===== config.mk =====
export PLATFORM = sky130hd
export DESIGN_NAME = framed_command_reply_engine_top
export DESIGN_NICKNAME = d
export VERILOG_FILES = /design/src/rtl/fecr_pkg.sv /design/src/rtl/fecr_ram.sv /design/src/rtl/fecr_out.sv /design/src/rtl/fecr_seq.sv /design/src/rtl/framed_command_reply_engine_top.sv
export VERILOG_INCLUDE_DIRS = /design/src /design/src/rtl
export SDC_FILE = /design/constraint.sdc
export NUM_CORES = 1
export LEC_CHECK = 0
export ABC_CLOCK_PERIOD_IN_PS = 3350
export BUFFER_PORTS_ARGS = -buffer_cell sky130_fd_sc_hd__clkbuf_2
export CAP_MARGIN = 10
export CORE_ASPECT_RATIO = 1.4
export CORE_UTILIZATION = 60
export DETAILED_ROUTE_END_ITERATION = 12
export PLACE_DENSITY = 0.73
export SLEW_MARGIN = 30
export SYNTH_ARGS = -nofsm -noshare
export SYNTH_HDL_FRONTEND = slang
export SYNTH_HIERARCHICAL = 1
export SYNTH_SLANG_ARGS = --single-unit

===== constraint.sdc =====
create_clock -name clk -period 3.35 [get_ports clk]
set_input_delay 0.1675 -clock clk [delete_from_list [all_inputs] [get_ports clk]]
set_output_delay 0.1675 -clock clk [all_outputs]
set_load 0.02 [all_outputs]

===== src/rtl/framed_command_reply_engine_top_macros.svh =====
// assertion macros used by the engine sequencer
`ifndef FRAMED_COMMAND_REPLY_ENGINE_TOP_MACROS_SVH
`define FRAMED_COMMAND_REPLY_ENGINE_TOP_MACROS_SVH

// same-cycle implication, sampled on clk, off during rst
`define FECR_ASSERT_IMP(lbl, ante, cons, msg) \
  lbl: assert property (@(posedge clk) disable iff (rst) (ante) |-> (cons)) else $error(msg);

// next-cycle implication, sampled on clk, off during rst
`define FECR_ASSERT_NXT(lbl, ante, cons, msg) \
  lbl: assert property (@(posedge clk) disable iff (rst) (ante) |=> (cons)) else $error(msg);

`endif


===== src/rtl/fecr_pkg.sv =====
// shared types and constants of the framed command reply engine
`timescale 1ns / 1ps

package fecr_pkg;

  localparam int unsigned MAX_LEN_DEF = 32;
  localparam logic [15:0] TIMEOUT_RST = 16'd1000;
  localparam logic [7:0]  START_MARK  = 8'hAA;

  // request kinds on the input tuser
  localparam logic [1:0] REQ_HOST = 2'd0;
  localparam logic [1:0] REQ_LINK = 2'd1;
  localparam logic [1:0] REQ_TICK = 2'd2;

  // result kinds on the output tuser
  localparam logic [1:0] KIND_TX   = 2'd0;
  localparam logic [1:0] KIND_RX   = 2'd1;
  localparam logic [1:0] KIND_STAT = 2'd2;

  // status codes
  localparam logic [2:0] ST_OK       = 3'd0;
  localparam logic [2:0] ST_BUSY     = 3'd1;
  localparam logic [2:0] ST_OVERFLOW = 3'd2;
  localparam logic [2:0] ST_TIMEOUT  = 3'd3;
  localparam logic [2:0] ST_CORRUPT  = 3'd4;

  typedef struct packed {
    logic [1:0] kind;
    logic [7:0] data;
    logic [2:0] code;
    logic       last;
  } beat_t;

endpackage


===== src/rtl/fecr_ram.sv =====
// generic single-write, single-read ram with registered read data
`timescale 1ns / 1ps

module fecr_ram #(
  parameter int unsigned WIDTH = 8,
  parameter int unsigned DEPTH = 32,
  localparam int unsigned AW = (DEPTH > 1) ? $clog2(DEPTH) : 1
) (
  input  logic             clk,
  input  logic             we,
  input  logic [AW-1:0]    waddr,
  input  logic [WIDTH-1:0] wdata,
  input  logic             re,
  input  logic [AW-1:0]    raddr,
  output logic [WIDTH-1:0] rdata
);

  logic [WIDTH-1:0] mem [DEPTH];

  always_ff @(posedge clk) begin
    if (we) begin
      mem[waddr] <= wdata;
    end
    if (re) begin
      rdata <= mem[raddr];
    end
  end

endmodule


===== src/rtl/fecr_out.sv =====
// output register stage of the result stream
`timescale 1ns / 1ps

module fecr_out (
  input  logic              clk,
  input  logic              rst,
  input  logic              push,
  input  fecr_pkg::beat_t   beat,
  output logic              rdy,
  output logic              m_axis_tvalid,
  input  logic              m_axis_tready,
  output logic [15:0]       m_axis_tdata,  // out_byte, status_code, zero fill
  output logic [1:0]        m_axis_tuser,  // out_kind
  output logic              m_axis_tlast
);

  fecr_pkg::beat_t beat_r;
  logic            vld;

  assign rdy = !vld || m_axis_tready;

  always_ff @(posedge clk) begin
    if (rst) begin
      vld <= 1'b0;
    end else if (rdy) begin
      vld <= push;
    end
  end

  always_ff @(posedge clk) begin
    if (push && rdy) begin
      beat_r <= beat;
    end
  end

  assign m_axis_tvalid = vld;
  assign m_axis_tdata  = {5'd0, beat_r.code, beat_r.data};
  assign m_axis_tuser  = beat_r.kind;
  assign m_axis_tlast  = beat_r.last;

endmodule


===== src/rtl/fecr_seq.sv =====
// transaction control and burst sequencer around the payload ram
`timescale 1ns / 1ps
`include "framed_command_reply_engine_top_macros.svh"

module fecr_seq #(
  parameter int unsigned MAX_LEN = fecr_pkg::MAX_LEN_DEF,
  localparam int unsigned AW = (MAX_LEN > 1) ? $clog2(MAX_LEN) : 1
) (
  input  logic            clk,
  input  logic            rst,
  input  logic            s_tvalid,
  output logic            s_tready,
  input  logic [7:0]      s_tdata,
  input  logic [1:0]      s_tuser,
  input  logic            s_tlast,
  input  logic            cfg_valid,
  output logic            cfg_ready,
  input  logic [15:0]     cfg_data,
  output logic            push,
  output fecr_pkg::beat_t beat,
  input  logic            out_rdy,
  output logic            we,
  output logic [AW-1:0]   waddr,
  output logic [7:0]      wdata,
  output logic            re,
  output logic [AW-1:0]   raddr,
  input  logic [7:0]      rdata
);

  localparam int unsigned CW = $clog2(MAX_LEN + 1);

  typedef enum logic [6:0] {
    S_ACC  = 7'b0000001,
    S_HEAD = 7'b0000010,
    S_LEN  = 7'b0000100,
    S_RD   = 7'b0001000,
    S_BYTE = 7'b0010000,
    S_TAIL = 7'b0100000,
    S_ONE  = 7'b1000000
  } seq_t;

  typedef enum logic [4:0] {
    PH_IDLE = 5'b00001,
    PH_HUNT = 5'b00010,
    PH_LEN  = 5'b00100,
    PH_DATA = 5'b01000,
    PH_SUM  = 5'b10000
  } ph_t;

  seq_t          state, state_next;
  ph_t           phase, phase_next;
  logic [CW-1:0] bc, bc_next;
  logic [CW-1:0] idx, idx_next;
  logic [7:0]    flen, flen_next;
  logic [7:0]    sum, sum_next;
  logic [15:0]   ticks, ticks_next;
  logic          too_long, too_long_next;
  logic          reply, reply_next;
  logic [2:0]    code, code_next;
  logic [15:0]   timeout;

  logic          acc;
  logic [CW-1:0] bc_inc;
  logic          room;
  logic [CW-1:0] bc_host;
  logic          tl_host;

  assign s_tready  = (state == S_ACC);
  assign acc       = s_tvalid && s_tready;
  assign cfg_ready = 1'b1;
  assign bc_inc    = bc + CW'(1);
  assign room      = (bc < CW'(MAX_LEN));
  assign bc_host   = room ? bc_inc : bc;
  assign tl_host   = too_long || !room;

  always_ff @(posedge clk) begin
    if (rst) begin
      timeout <= fecr_pkg::TIMEOUT_RST;
    end else if (cfg_valid) begin
      timeout <= cfg_data;
    end
  end

  always_comb begin
    state_next    = state;
    phase_next    = phase;
    bc_next       = bc;
    idx_next      = idx;
    flen_next     = flen;
    sum_next      = sum;
    ticks_next    = ticks;
    too_long_next = too_long;
    reply_next    = reply;
    code_next     = code;
    push          = 1'b0;
    beat          = '0;
    we            = 1'b0;
    waddr         = bc[AW-1:0];
    wdata         = s_tdata;
    re            = 1'b0;
    raddr         = idx[AW-1:0];

    unique case (state)
      S_ACC: begin
        if (acc) begin
          case (s_tuser)
            fecr_pkg::REQ_HOST: begin
              if (phase != PH_IDLE) begin
                code_next  = fecr_pkg::ST_BUSY;
                state_next = S_ONE;
              end else begin
                we = room;
                if (!s_tlast) begin
                  bc_next       = bc_host;
                  too_long_next = tl_host;
                end else if (tl_host) begin
                  code_next     = fecr_pkg::ST_OVERFLOW;
                  state_next    = S_ONE;
                  bc_next       = '0;
                  too_long_next = 1'b0;
                end else begin
                  flen_next  = 8'(bc_host);
                  sum_next   = fecr_pkg::START_MARK + 8'(bc_host);
                  bc_next    = '0;
                  ticks_next = timeout;
                  phase_next = PH_HUNT;
                  idx_next   = '0;
                  reply_next = 1'b0;
                  state_next = S_HEAD;
                end
              end
            end
            fecr_pkg::REQ_LINK: begin
              unique case (phase)
                PH_HUNT: begin
                  if (s_tdata == fecr_pkg::START_MARK) begin
                    sum_next   = fecr_pkg::START_MARK;
                    phase_next = PH_LEN;
                  end
                end
                PH_LEN: begin
                  flen_next = s_tdata;
                  sum_next  = sum + s_tdata;
                  bc_next   = '0;
                  if (s_tdata > 8'(MAX_LEN)) begin
                    code_next     = fecr_pkg::ST_OVERFLOW;
                    state_next    = S_ONE;
                    phase_next    = PH_IDLE;
                    too_long_next = 1'b0;
                  end else if (s_tdata == 8'd0) begin
                    phase_next = PH_SUM;
                  end else begin
                    phase_next = PH_DATA;
                  end
                end
                PH_DATA: begin
                  we       = 1'b1;
                  bc_next  = bc_inc;
                  sum_next = sum + s_tdata;
                  if (8'(bc_inc) >= flen) begin
                    phase_next = PH_SUM;
                  end
                end
                PH_SUM: begin
                  if (s_tdata == sum) begin
                    reply_next = 1'b1;
                    idx_next   = '0;
                    state_next = S_RD;
                  end else begin
                    code_next  = fecr_pkg::ST_CORRUPT;
                    state_next = S_ONE;
                  end
                  phase_next    = PH_IDLE;
                  bc_next       = '0;
                  too_long_next = 1'b0;
                end
                default: begin
                end
              endcase
            end
            fecr_pkg::REQ_TICK: begin
              if (phase != PH_IDLE) begin
                if (ticks <= 16'd1) begin
                  ticks_next    = '0;
                  code_next     = fecr_pkg::ST_TIMEOUT;
                  state_next    = S_ONE;
                  phase_next    = PH_IDLE;
                  bc_next       = '0;
                  too_long_next = 1'b0;
                end else begin
                  ticks_next = ticks - 16'd1;
                end
              end
            end
            default: begin
            end
          endcase
        end
      end
      S_HEAD: begin
        beat = '{kind: fecr_pkg::KIND_TX, data: fecr_pkg::START_MARK,
                 code: fecr_pkg::ST_OK, last: 1'b0};
        push = out_rdy;
        if (out_rdy) begin
          state_next = S_LEN;
        end
      end
      S_LEN: begin
        beat = '{kind: fecr_pkg::KIND_TX, data: flen, code: fecr_pkg::ST_OK, last: 1'b0};
        push = out_rdy;
        if (out_rdy) begin
          state_next = S_RD;
        end
      end
      S_RD: begin
        if (8'(idx) == flen) begin
          state_next = S_TAIL;
        end else begin
          re         = 1'b1;
          state_next = S_BYTE;
        end
      end
      S_BYTE: begin
        beat = '{kind: reply ? fecr_pkg::KIND_RX : fecr_pkg::KIND_TX, data: rdata,
                 code: fecr_pkg::ST_OK, last: 1'b0};
        push = out_rdy;
        if (out_rdy) begin
          idx_next   = idx + CW'(1);
          sum_next   = sum + rdata;
          state_next = S_RD;
        end
      end
      S_TAIL: begin
        if (reply) begin
          beat = '{kind: fecr_pkg::KIND_STAT, data: 8'd0, code: fecr_pkg::ST_OK, last: 1'b1};
        end else begin
          beat = '{kind: fecr_pkg::KIND_TX, data: sum, code: fecr_pkg::ST_OK, last: 1'b1};
        end
        push = out_rdy;
        if (out_rdy) begin
          state_next = S_ACC;
        end
      end
      S_ONE: begin
        beat = '{kind: fecr_pkg::KIND_STAT, data: 8'd0, code: code, last: 1'b1};
        push = out_rdy;
        if (out_rdy) begin
          state_next = S_ACC;
        end
      end
      default: begin
        state_next = S_ACC;
      end
    endcase
  end

  always_ff @(posedge clk) begin
    if (rst) begin
      state    <= S_ACC;
      phase    <= PH_IDLE;
      bc       <= '0;
      idx      <= '0;
      flen     <= '0;
      sum      <= '0;
      ticks    <= '0;
      too_long <= 1'b0;
      reply    <= 1'b0;
      code     <= fecr_pkg::ST_OK;
    end else begin
      state    <= state_next;
      phase    <= phase_next;
      bc       <= bc_next;
      idx      <= idx_next;
      flen     <= flen_next;
      sum      <= sum_next;
      ticks    <= ticks_next;
      too_long <= too_long_next;
      reply    <= reply_next;
      code     <= code_next;
    end
  end

  `FECR_ASSERT_IMP(a_bc_range, 1'b1, bc <= CW'(MAX_LEN), "byte count beyond buffer")
  `FECR_ASSERT_IMP(a_idx_range, state == S_BYTE, 8'(idx) < flen, "burst index past length")
  `FECR_ASSERT_IMP(a_byte_after_read, state == S_BYTE, $past(state) == S_RD || $past(state) == S_BYTE, "ram data used without read")
  `FECR_ASSERT_NXT(a_timeout, acc && s_tuser == fecr_pkg::REQ_TICK && phase != PH_IDLE && ticks <= 16'd1, state == S_ONE && phase == PH_IDLE && code == fecr_pkg::ST_TIMEOUT, "expired tick did not end transaction")

endmodule


===== src/rtl/framed_command_reply_engine_top.sv =====
// top level of the framed command reply engine
`timescale 1ns / 1ps

// Runs one command/reply transaction at a time over a byte link. Host command
// bytes (tuser 0) are buffered while idle; the beat with tlast sends the frame
// 0xAA, length, payload, 8-bit sum. Link bytes (tuser 1) are then parsed as a
// reply in the same framing, and timer ticks (tuser 2) count down the timeout
// loaded from the config register at frame start. Results come out as beats of
// kind 0 (link byte), 1 (reply payload byte) or 2 (status); tlast marks the last
// beat caused by one input beat. No new input beat is taken while the results
// of the last one are still being sent. Each payload byte of a frame or of a
// good reply is read from the payload ram and then handed to the output
// register, and output stalls hold the sequencer. Config writes are taken in
// any cycle and must only happen while no transaction is in progress.

module framed_command_reply_engine_top #(
  parameter int unsigned MAX_LEN = fecr_pkg::MAX_LEN_DEF
) (
  input  logic        clk,
  input  logic        rst,
  input  logic        s_axis_tvalid,
  output logic        s_axis_tready,
  input  logic [7:0]  s_axis_tdata,   // data_byte
  input  logic [1:0]  s_axis_tuser,   // req_type
  input  logic        s_axis_tlast,
  output logic        m_axis_tvalid,
  input  logic        m_axis_tready,
  output logic [15:0] m_axis_tdata,   // out_byte, status_code, zero fill
  output logic [1:0]  m_axis_tuser,   // out_kind
  output logic        m_axis_tlast,
  input  logic        cfg_valid,
  output logic        cfg_ready,
  input  logic [15:0] cfg_data
);

  localparam int unsigned AW = (MAX_LEN > 1) ? $clog2(MAX_LEN) : 1;

  fecr_pkg::beat_t beat;
  logic            push;
  logic            out_rdy;
  logic            we;
  logic [AW-1:0]   waddr;
  logic [7:0]      wdata;
  logic            re;
  logic [AW-1:0]   raddr;
  logic [7:0]      rdata;

  fecr_seq #(
    .MAX_LEN(MAX_LEN)
  ) u_seq (
    .clk      (clk),
    .rst      (rst),
    .s_tvalid (s_axis_tvalid),
    .s_tready (s_axis_tready),
    .s_tdata  (s_axis_tdata),
    .s_tuser  (s_axis_tuser),
    .s_tlast  (s_axis_tlast),
    .cfg_valid(cfg_valid),
    .cfg_ready(cfg_ready),
    .cfg_data (cfg_data),
    .push     (push),
    .beat     (beat),
    .out_rdy  (out_rdy),
    .we       (we),
    .waddr    (waddr),
    .wdata    (wdata),
    .re       (re),
    .raddr    (raddr),
    .rdata    (rdata)
  );

  fecr_ram #(
    .WIDTH(8),
    .DEPTH(MAX_LEN)
  ) u_ram (
    .clk  (clk),
    .we   (we),
    .waddr(waddr),
    .wdata(wdata),
    .re   (re),
    .raddr(raddr),
    .rdata(rdata)
  );

  fecr_out u_out (
    .clk          (clk),
    .rst          (rst),
    .push         (push),
    .beat         (beat),
    .rdy          (out_rdy),
    .m_axis_tvalid(m_axis_tvalid),
    .m_axis_tready(m_axis_tready),
    .m_axis_tdata (m_axis_tdata),
    .m_axis_tuser (m_axis_tuser),
    .m_axis_tlast (m_axis_tlast)
  );

endmodule


==> impl_results.md <==
- Run status: complete, no violations
- TritonCTS clock tree: built
- Worst hold slack: 39.2 ps
- Max cap viols: 0
- Post-CTS resize count: 0
- Syn_area_per_cell: 13.7 um^2
- Critical path type: reg -> reg
- Final Max Slew Viols: 0
- Syn Inst Count: 1217
- Worst rel slew slack: 37.9%
- Reg-to-Reg Start: u_seq/state[5]
- Die Ht: 199 um
- TritonRoute pass-1 iters: 5
- Fmax: 317 MHz
- P&R area growth vs syn: 11.7%
- Root buf cell: clkbuf_16
- Post-layout nets: 1364
- Worst-path fanout max: 9
- DPL Wire Length: 26800 um
- PnR worst setup slack: 193 ps
- CP top delay family: simple AND/OR/NAND/NOR gates
- Prevailing post-synth register cell: edfxtp_1
- Yosys warns: 6
- Data arrival, critical path: 3390 ps
- Startpoint types: register
- Power Total: 9.45 mW
- Combinational share of power: 8.5%
- Synth Cell Area: 16700 um^2
- Tot GR Track Use: 29.5%
- Max clock buf depth: 3
- Hold path start: s_axis_tdata[6]
- First-pass GRT wire length: 61400 um
- Grt total ovfl: 0
- Initial antenna violation count: 0
- # port buffers: 47
- Ant diodes: 0
- Clock network power share: 40.1%
- Final setup violation count: 0
- Placed cell count: 1610
- Residual DRC: 0
- Htree depth: 2
- Critical Path Source: u_seq/state[5]
- Die width: 143 um
- Post-DP Area: 17300 um^2
- Post-route minimum period: 3160 ps
- Vias in the first global route: 10700
- Initial DRC count: 777
- Die area: 28500 um^2
- Post-layout util: 68.7%
- Peak supply drop: 418 uV
- Sink Count: 356
- Total Routed Length: 40000 um
- Post-route ant nets: 0
- Required @ worst endpoint: 3580 ps
- Post-synthesis cell type count: 92
- Post-synthesis sequential area ratio: 59.5%
- Post-Place Worst Slack: 323 ps
- Layout cells sized above 1: 21.5%
- Initial core utilization: 61.5%
- Per-cell routed wire length: 23.6 um
- Via density per instance: 6.29
- Sw Share: 23.6%
- Final hold viol count: 0
- Setup_tns: 0 ps
- Final Wtd Congestion: 0.909
- Core ar.: 27100 um^2
- Skew final: 15.3 ps
- Internal Power: 7.23 mW
- Clk slew on worst S/H paths: 60 ps
- Num CTS Buffers: 35
- RSZ-0062 raised after global routing: false
- Largest net degree at the start of global routing: 67
- Leakage power: 6.45 nW
- Vias: 10700
- Cell Chain, Critical Path: or4_4 -> nor4b_4 -> nand2_1 -> a21oi_1 -> nand3b_1 -> nor2_1 -> buf_4
- Fillers: 1840
- Rows: 71
- Crit path largest cell delay: 630 ps
- Psw: 2.23 mW
- Worst setup EP type: register
- Least-Margin Pin Slew: 931 ps
- Crit-path slowest cell: or4_4
- Final period util: 94.2%
- EDFF count, synth: 278
- Design area: 18600 um^2
- Post-synthesis register bit count: 356
- Worst path bufs/invs: 1
- Reg power frac: 51.5%
- Clk_lat worst skew: 530 ps
- I/O pin count: 54
- PwrDens: 508 nW/um^2
- Hold Path Class: in -> reg
- Post-route insts no fill: 1692
- Asr flop ratio synth: 0%
[area by class of cell]
class	instances	area [um^2]	area share (%)
Sequential cell	356	9910	53.3
Multi-Input combinational cell	737	6070	32.6
Timing Repair Buffer	128	926	4.97
Clock buffer	44	920	4.94
Tap cell	365	457	2.45
Clock inverter	20	169	0.907
Inverter	42	158	0.847
[worst reg2reg max path, stage by stage (launching register included)]
cell	delay [ps]
dfxtp_1	390
or4_4	630
nor4b_4	250
nand2_1	140
a21oi_1	420
nand3b_1	530
nor2_1	280
buf_4	210
[cells in the final DEF, fill, tap and decap left out, types with 15 or more instances in the layout]
| cell | synthesis | final |
|---|---|---|
| edfxtp_1 | 278 | 278 |
| mux4_2 | 80 | 80 |
| buf_4 | 31 | 60 |
| nor3_1 | 26 | 26 |
| inv_1 | 41 | 41 |
| xnor2_1 | 18 | 18 |
| dlygate4sd3_1 | 1 | 18 |
| nand2_1 | 67 | 67 |
| nor2_1 | 121 | 121 |
| dfxtp_1 | 78 | 76 |
| clkbuf_2 | 0 | 47 |
| a211oi_1 | 15 | 15 |
| a21oi_1 | 58 | 58 |
| o21ai_0 | 35 | 35 |
| nand3_1 | 28 | 28 |
| clkbuf_16 | 0 | 35 |
| ha_1 | 30 | 30 |
| mux2i_1 | 27 | 27 |
[repair_timing]
| item | in CTS | in global routing |
|---|---|---|
| buffers inserted | 0 | 0 |
| hold buffers | 18 | 0 |
| hold endpoints to repair | 18 | 0 |
[synth_stat cells (27+ instances only)]
master	number	area, um^2
a21oi_1	58	290
buf_4	31	233
clkbuf_1	29	109
dfxtp_1	78	1560
edfxtp_1	278	8350
ha_1	30	375
inv_1	41	154
mux2i_1	27	270
mux4_2	80	1800
nand2_1	67	251
nand3_1	28	140
nor2_1	121	454
o21ai_0	35	175
[per-layer routing]
layer	track usage [%]	part of all wire (%)	vias up	wire, um
li1	-	-	4840	-
met2	51.1	52	399	20700
met5	0	0	-	0
met3	3.95	4.5	139	1790
met1	34.9	38	5273	15100
met4	18.2	6.1	0	2440
[sequential cells by signal, indices dropped and copies added, names as in the netlist, 2 cells and up]
signal              count
u_seq/bc                6
u_seq/ticks            16
u_seq/code              3
u_seq/flen              8
u_ram/mem             256
u_ram/rdata             8
u_seq/idx               6
u_seq/sum               8
u_seq/state             7
u_seq/phase             5
u_out/m_axis_tuser      2
u_seq/timeout          16
u_out/m_axis_tdata     11
[worst paths after layout]
path,to,slack (ps),depth (start not counted)
setup reg to reg,u_ram/mem[18][6],190,7
setup / recovery,u_ram/mem[18][6],190,7
hold / removal,u_seq/flen[6],40,3
hold reg to reg,u_seq/ticks[8],470,2
[kinds of logic (layout without fill, tap and decap cells)]
family                   count (synthesis)  count (layout)  synth area share [%]
AND/OR/NAND/NOR                        345             345                  10.6
AO/OA/AOI/OAI                          207             207                  8.52
other                                    2               6                0.0451
adder cells (fa/ha/maj)                 32              32                  2.49
flip-flops                             356             356                  59.5
buffers and inverters                  128             234                  4.23
multiplexers                           116             116                  13.0
XOR/XNOR                                31              31                  1.63
[power by group through the flow]
stage / Combinational (mW) / Clock [mW] / Sequential [mW]
2_1_floorplan: 0.580 / 0 / 4.93
3_3_place_gp: 0.752 / 0 / 4.95
3_5_place_dp: 0.765 / 0 / 4.96
4_1_cts: 0.788 / 3.85 / 4.86
5_1_grt: 0.877 / 3.99 / 4.87
6_report: 0.801 / 3.79 / 4.86
Power figures use the tool's default switching activity.
